==> src/rtl/assert_macros.svh <==
// Assertion macros shared by the staff line run thicken RTL.
`ifndef ASSERT_MACROS_SVH
`define ASSERT_MACROS_SVH

// Check on every clock edge outside reset.
`define SLRT_ASSERT(lbl, prop, msg) \
  lbl: assert property (@(posedge clk) disable iff (rst) prop) else $error(msg);

// Check on every clock edge, reset included.
`define SLRT_ASSERT_RST(lbl, prop, msg) \
  lbl: assert property (@(posedge clk) prop) else $error(msg);

`endif

==> src/rtl/slrt_pkg.sv <==
// Shared constants, types and helpers for the staff line run thicken block.
`timescale 1ns / 1ps

package slrt_pkg;

  localparam int MAX_WIDTH  = 512;
  localparam int MAX_HEIGHT = 512;
  localparam int DEPTH      = MAX_WIDTH * MAX_HEIGHT;
  localparam int ADDR_W     = $clog2(DEPTH);
  localparam int CNT_W      = $clog2(DEPTH + 1);
  localparam int MAX_DIM    = (MAX_WIDTH > MAX_HEIGHT) ? MAX_WIDTH : MAX_HEIGHT;
  localparam int COORD_W    = $clog2(MAX_DIM + 1);
  localparam int CFG_W      = 10;
  localparam int CALC_W     = (COORD_W > CFG_W) ? COORD_W : CFG_W;
  localparam int PIX_W      = 8;
  localparam int IDX_W      = 2;

  localparam logic [IDX_W-1:0] REG_RUN_LIMIT    = 2'd0;
  localparam logic [IDX_W-1:0] REG_IMAGE_WIDTH  = 2'd1;
  localparam logic [IDX_W-1:0] REG_IMAGE_HEIGHT = 2'd2;

  localparam logic [CFG_W-1:0] RUN_LIMIT_RST    = 10'd3;
  localparam logic [CFG_W-1:0] IMAGE_WIDTH_RST  = 10'd512;
  localparam logic [CFG_W-1:0] IMAGE_HEIGHT_RST = 10'd512;

  localparam logic [PIX_W-1:0] PIX_LINE     = 8'd0;
  localparam logic [PIX_W-1:0] PIX_OFF_LINE = 8'd255;

  // Border skipped on each side, and the row limit of the run walk.
  localparam int BORDER   = 2;
  localparam int RUN_EDGE = 3;
  localparam int MIN_DIM  = 2 * BORDER + 1;

  typedef struct packed {
    logic              en;
    logic [ADDR_W-1:0] addr;
    logic [PIX_W-1:0]  mask;
    logic              black;
  } load_wr_t;

  typedef struct packed {
    logic [ADDR_W-1:0] mask_addr;
    logic [ADDR_W-1:0] black_addr;
  } seq_rd_t;

  typedef struct packed {
    logic              en;
    logic [ADDR_W-1:0] addr;
    logic [PIX_W-1:0]  data;
  } res_wr_t;

  typedef struct packed {
    logic [COORD_W-1:0] w;
    logic [COORD_W-1:0] h;
    logic [CNT_W-1:0]   total;
    logic [CFG_W-1:0]   run_limit;
  } job_t;

  function automatic logic [COORD_W-1:0] clamp_dim(input logic [CFG_W-1:0] v,
                                                   input int unsigned lim);
    logic [CALC_W-1:0]  x;
    logic [COORD_W-1:0] r;
    x = CALC_W'(v);
    if (x == '0) begin
      r = COORD_W'(1);
    end else if (x > CALC_W'(lim)) begin
      r = COORD_W'(lim);
    end else begin
      r = COORD_W'(x);
    end
    return r;
  endfunction

endpackage

==> src/rtl/slrt_seq.sv <==
// Frame sequencer: mask copy, vertical run walk and result update.
`timescale 1ns / 1ps
`include "assert_macros.svh"

module slrt_seq (
  input  logic                        clk,
  input  logic                        rst,
  input  logic                        start,
  input  slrt_pkg::job_t              job,
  input  logic [slrt_pkg::PIX_W-1:0]  mask_q,
  input  logic                        black_q,
  output slrt_pkg::seq_rd_t           seq_rd,
  output slrt_pkg::res_wr_t           res_wr,
  output logic                        busy
);

  typedef enum logic [3:0] {
    S_IDLE,
    S_COPY,
    S_COPY_END,
    S_P_REQ,
    S_P_CHK,
    S_UP_REQ,
    S_UP_CHK,
    S_DN_REQ,
    S_DN_CHK,
    S_DECIDE,
    S_CLR_REQ,
    S_CLR_CHK,
    S_NEXT
  } state_t;

  state_t                          state;
  logic [slrt_pkg::ADDR_W-1:0]     cnt;
  logic [slrt_pkg::ADDR_W-1:0]     copy_a;
  logic                            copy_v;
  logic [slrt_pkg::COORD_W-1:0]    i;
  logic [slrt_pkg::COORD_W-1:0]    j;
  logic [slrt_pkg::COORD_W-1:0]    k;
  logic [slrt_pkg::COORD_W-1:0]    l;
  logic [slrt_pkg::ADDR_W-1:0]     pix;
  logic [slrt_pkg::ADDR_W-1:0]     kaddr;
  logic [slrt_pkg::ADDR_W-1:0]     laddr;

  logic [slrt_pkg::ADDR_W-1:0]     wa;
  logic [slrt_pkg::ADDR_W-1:0]     opa;
  logic [slrt_pkg::ADDR_W-1:0]     sum;
  logic                            up;
  logic                            dn;
  logic [slrt_pkg::COORD_W-1:0]    wm3;
  logic [slrt_pkg::COORD_W-1:0]    hm3;
  logic                            small_frame;
  logic                            fits;

  assign busy = (state != S_IDLE);
  assign wa   = slrt_pkg::ADDR_W'(job.w);
  assign wm3  = job.w - slrt_pkg::COORD_W'(slrt_pkg::RUN_EDGE);
  assign hm3  = job.h - slrt_pkg::COORD_W'(slrt_pkg::RUN_EDGE);
  assign small_frame = (job.w < slrt_pkg::COORD_W'(slrt_pkg::MIN_DIM)) ||
                       (job.h < slrt_pkg::COORD_W'(slrt_pkg::MIN_DIM));
  assign fits = slrt_pkg::CALC_W'(l - k) <= slrt_pkg::CALC_W'(job.run_limit);

  // Shared row-step adder.
  assign up  = (state == S_UP_REQ) || (state == S_UP_CHK);
  assign dn  = (state == S_DN_REQ) || (state == S_DN_CHK);
  assign opa = dn ? laddr : kaddr;
  assign sum = up ? (opa - wa) : (opa + wa);

  always_comb begin
    case (state)
      S_COPY:  seq_rd.mask_addr = cnt;
      S_P_REQ: seq_rd.mask_addr = pix;
      default: seq_rd.mask_addr = kaddr;
    endcase
    seq_rd.black_addr = sum;
  end

  always_comb begin
    res_wr.en   = 1'b0;
    res_wr.addr = copy_a;
    res_wr.data = mask_q;
    if (copy_v) begin
      res_wr.en = 1'b1;
    end else if (state == S_DECIDE && !fits) begin
      res_wr.en   = 1'b1;
      res_wr.addr = pix;
      res_wr.data = slrt_pkg::PIX_OFF_LINE;
    end else if (state == S_CLR_CHK && mask_q != slrt_pkg::PIX_LINE) begin
      res_wr.en   = 1'b1;
      res_wr.addr = kaddr;
      res_wr.data = slrt_pkg::PIX_LINE;
    end
  end

  always_ff @(posedge clk) begin
    if (rst) begin
      state  <= S_IDLE;
      copy_v <= 1'b0;
    end else begin
      copy_v <= (state == S_COPY);
      copy_a <= cnt;
      case (state)
        S_IDLE: begin
          cnt <= '0;
          if (start) begin
            state <= S_COPY;
          end
        end
        S_COPY: begin
          cnt <= cnt + 1'b1;
          if (slrt_pkg::CNT_W'(cnt) == job.total - slrt_pkg::CNT_W'(1)) begin
            state <= S_COPY_END;
          end
        end
        S_COPY_END: begin
          i   <= slrt_pkg::COORD_W'(slrt_pkg::BORDER);
          j   <= slrt_pkg::COORD_W'(slrt_pkg::BORDER);
          pix <= (wa << 1) + slrt_pkg::ADDR_W'(slrt_pkg::BORDER);
          state <= small_frame ? S_IDLE : S_P_REQ;
        end
        S_P_REQ: begin
          state <= S_P_CHK;
        end
        S_P_CHK: begin
          k     <= i;
          l     <= i;
          kaddr <= pix;
          laddr <= pix;
          state <= (mask_q == slrt_pkg::PIX_LINE) ? S_UP_REQ : S_NEXT;
        end
        S_UP_REQ: begin
          state <= (k > slrt_pkg::COORD_W'(slrt_pkg::RUN_EDGE)) ? S_UP_CHK : S_DN_REQ;
        end
        S_UP_CHK: begin
          if (black_q) begin
            k     <= k - 1'b1;
            kaddr <= sum;
            state <= S_UP_REQ;
          end else begin
            state <= S_DN_REQ;
          end
        end
        S_DN_REQ: begin
          state <= (l < hm3) ? S_DN_CHK : S_DECIDE;
        end
        S_DN_CHK: begin
          if (black_q) begin
            l     <= l + 1'b1;
            laddr <= sum;
            state <= S_DN_REQ;
          end else begin
            state <= S_DECIDE;
          end
        end
        S_DECIDE: begin
          state <= fits ? S_CLR_REQ : S_NEXT;
        end
        S_CLR_REQ: begin
          state <= S_CLR_CHK;
        end
        S_CLR_CHK: begin
          if (k == l) begin
            state <= S_NEXT;
          end else begin
            k     <= k + 1'b1;
            kaddr <= sum;
            state <= S_CLR_REQ;
          end
        end
        S_NEXT: begin
          if (j == wm3) begin
            j <= slrt_pkg::COORD_W'(slrt_pkg::BORDER);
            if (i == hm3) begin
              state <= S_IDLE;
            end else begin
              i     <= i + 1'b1;
              pix   <= pix + slrt_pkg::ADDR_W'(slrt_pkg::MIN_DIM);
              state <= S_P_REQ;
            end
          end else begin
            j     <= j + 1'b1;
            pix   <= pix + 1'b1;
            state <= S_P_REQ;
          end
        end
        default: begin
          state <= S_IDLE;
        end
      endcase
    end
  end

  `SLRT_ASSERT(a_up_floor, (state == S_UP_CHK) |-> (k > slrt_pkg::COORD_W'(slrt_pkg::RUN_EDGE)), "run walk passed the top row limit")
  `SLRT_ASSERT(a_clr_order, (state == S_CLR_REQ || state == S_CLR_CHK) |-> (k <= l), "clear walk passed the run bottom")
  `SLRT_ASSERT_RST(a_rst_idle, rst |=> (state == S_IDLE), "sequencer not idle after reset")

endmodule

==> config.mk <==
export PLATFORM = sky130hd
export DESIGN_NAME = slrt_seq
export DESIGN_NICKNAME = d
export VERILOG_FILES = /design/src/rtl/slrt_pkg.sv /design/src/rtl/slrt_seq.sv
export VERILOG_INCLUDE_DIRS = /design/src /design/src/rtl
export SDC_FILE = /design/constraint.sdc
export NUM_CORES = 1
export LEC_CHECK = 0
export BUFFER_PORTS_ARGS = -buffer_cell sky130_fd_sc_hd__buf_2
export CORE_ASPECT_RATIO = 1.2
export CORE_MARGIN = 5
export CORE_UTILIZATION = 52
export CTS_CLUSTER_SIZE = 12
export DETAILED_ROUTE_END_ITERATION = 10
export PLACE_DENSITY = 0.69
export SETUP_SLACK_MARGIN = 0.4
export SYNTH_ARGS = -nofsm -noshare
export SYNTH_HDL_FRONTEND = slang
export SYNTH_SLANG_ARGS = --single-unit
==> constraint.sdc <==
create_clock -name clk -period 5.1 [get_ports clk]
set_input_delay 0.255 -clock clk [delete_from_list [all_inputs] [get_ports clk]]
set_output_delay 0.255 -clock clk [all_outputs]
set_load 0.03 [all_outputs]
==> impl_metrics.toml <==
[logic_synthesis]
ys.flop_type = "edfxtp_1"
synth_edf_count = 130
synthArstFlopShare = 0
synth_top_area_frac = 0.354
yosys.area.top_type = "edfxtp_1"
ys_ff_latch = 135
syn_area_sq_um = 11000
syn_area_per_cell_sq_um = 9.04
synth_cell_types = 71
synth_area_leaders = "edfxtp_1, ha_1, xor2_1, xnor2_1, o21ai_0"
synth_cells = 1220
yosys_warnings = 0
synth-seq-area-share = 0.363
synth_nets = 1348

[timing]
report.final.slew_viol_count = 0
finalCritPeriodShare = 0.882
worst_pin_slew_ns = 0.918
slew_headroom = 0.387
hold_ws_ns = 0.122
skew_ns = 0.0120
layout_min_cycle_time_ns = 4.50
clock.fmax_mhz = 222
setup_viol = 0
tns_ns = 0
rsz0062_at_grt = "yes"
final_hold_viol_count = 0

[clock_tree]
cts.sinks = 135
htree_levels = 4
cts_buffers = 17
cts.clk_slew.worst_paths_ns = 0.06
hold_buffers = 0
clk_latency_ns = 0.43
cts-root-buf = "clkbuf_16"
cts_tree = "done"
clockBufferDepth = 2

[routing]
drt_iter0_markers = 650
drt-pass1-iter-count = 5
routed_wl_um = 31000
vias = 9499
ant_nets = 0
route.detailed.drc = 0
viasPerCell = 5.94
wl_per_cell_um = 19.4

[global_route]
grt_pass1_vias = 9150
antenna_found_initial = 0
grt_first_pass_wirelength_um = 48500
grt-ovfl-total = 0
grt_max_degree = 54
groute.usage.overall = 0.254

[floorplanning]
die_x_um = 143
core_sq_um = 20900
die-area_sq_um = 24200
boundaryPins = 125
fp.dieH_um = 170
start_util = 0.528
fp-row-count = 58

[layout]
final_common_cell = "edfxtp_1"
final-seq-area_sq_um = 4010
multi_input_area_sq_um = 6600
layout_common_cells = "edfxtp_1, buf_2, nand2_1"
final_nets = 1442
syn_to_final_growth_pct = 13.6
layout-drive-gt1-share = 0.176
nFillCells = 1822
final_core_util = 0.600

[flow_run]
drv_cap = 0

[setup_path]
critPathMaxStageDelay_ns = 0.47
cp_cell_sequence = "inv_1, ha_1, inv_1, fa_1, nand2_1, nand2_1, a21oi_2, o21ai_0, nor2_1, xnor2_1, ha_1, nand4_1, nor3_2, nor4_2, nor2_2, nand2_1, buf_12, a21oi_4, buf_6, o22a_1, buf_2"
critPathArrivalTime_ns = 4.24
worst_path_most_repeated_cell = "nand2_1"
cp.required_ns = 4.85
worstSetupEndpointType = "output pin"
critPathMaxFanout = 22
crit_path_start_kind = "flop"
cp_slowest_cell = "edfxtp_1"
r2r_cells = 14
path_class = "flop to output pin"

[placed_design]
gp_congestion = 0.911
port_buffers = 124
dp_hpwl_um = 23300

[power]
vdd_drop_max_mv = 0.489
p_leak_nw = 4.90
power_density_nw_per_um2 = 385

[hold_path]
min_delay_path_depth = 2
hp-class = "primary input to flop"

[status]
outcome = "completed"
[flip-flops by register name, indices dropped and copies added, names as in the netlist, 10 cells and up]
register,count
cnt,18
copy_a,18
kaddr,18
laddr,18
pix,18
i,10
j,10
k,10
l,10
[Yosys cell counts, drive strengths merged, types with 7 or more instances]
master  instances
or3            10
mux2i          23
ha             64
or2             7
xnor2          76
inv            63
nand2b          9
buf             9
nand4          20
nor4           14
edfxtp        130
a21o           19
nand2         115
a21oi          72
nor2          109
nor2b          12
o22a           39
nand3          37
mux2           22
and3           13
nor3           18
clkbuf         59
a31oi           8
xor2           79
o21ai         100
[logic make-up (layout without fill, tap and decap cells)]
| kind of cell | count (synthesis) | count (layout) | synth area share |
|---|---|---|---|
| simple gates | 394 | 394 | 0.176 |
| compound gates | 291 | 291 | 0.169 |
| xor+xnor | 156 | 156 | 0.125 |
| flops | 135 | 135 | 0.363 |
| buf+inv | 132 | 239 | 0.0462 |
| fa+ha+maj | 67 | 67 | 0.0780 |
| mux | 45 | 45 | 0.0433 |
| other cells | 0 | 1 | 0 |
[final cells by class]
| cell class | count | share of cell area |
|---|---|---|
| antenna | 1 | 0.000200 |
| clock buffer | 17 | 0.0339 |
| clock inverter | 15 | 0.0108 |
| inverter | 64 | 0.0192 |
| multi-input combinational | 953 | 0.526 |
| sequential | 135 | 0.320 |
| tap | 270 | 0.0270 |
| timing repair buffer | 143 | 0.0628 |
[per-layer routing]
metal | vias up | track usage | wire (um)
met5 | - | 0 | 0
met4 | 0 | 0.130 | 1450
met3 | 74 | 0.0378 | 1630
met2 | 312 | 0.438 | 15700
met1 | 4516 | 0.307 | 12200
li1 | 4597 | - | -
[stage by stage]
stage,std cells,area (sq um),total power [mW],setup slack (ns)
floorplan,1220,11000,3.04,0.842
global placement,1561,11900,3.61,0.867
CTS,1594,12400,4.81,0.432
global route,1597,12500,5.08,0.361
detailed placement,1561,11900,3.63,0.751
finish,1598,12500,4.82,0.604
[path summary, 6_finish.rpt]
kind                 start    endpoint  slack (ns)
setup / recovery      l[0]  res_wr[19]        0.60
hold / removal         rst    state[2]        0.12
setup reg to reg  state[0]   kaddr[17]        1.25
hold reg to reg    cnt[17]  copy_a[17]        0.58
[where the power goes]
group          internal (mW)  switching (mW)
registers               1.44           0.239
clock network          0.642           0.539
logic                  0.684            1.28
total                   2.76            2.06
[critical path, delay by kind of cell (launching register included)]
kind | cells | cell delay, ns
AOI/OAI and AO/OA | 4 | 0.65
DFF | 1 | 0.47
xor gates and xnor gates | 1 | 0.08
and+or+nand+nor | 8 | 1.06
buffers and inverters | 5 | 0.70
adders and majority gates | 3 | 0.83
[timing repair]
action	4_1_cts	5_1_grt
resized for setup	2	21
endpoints found under the setup margin	26	30
buffers inserted	1	2
cloned	0	1
Power figures use the tool's default switching activity.
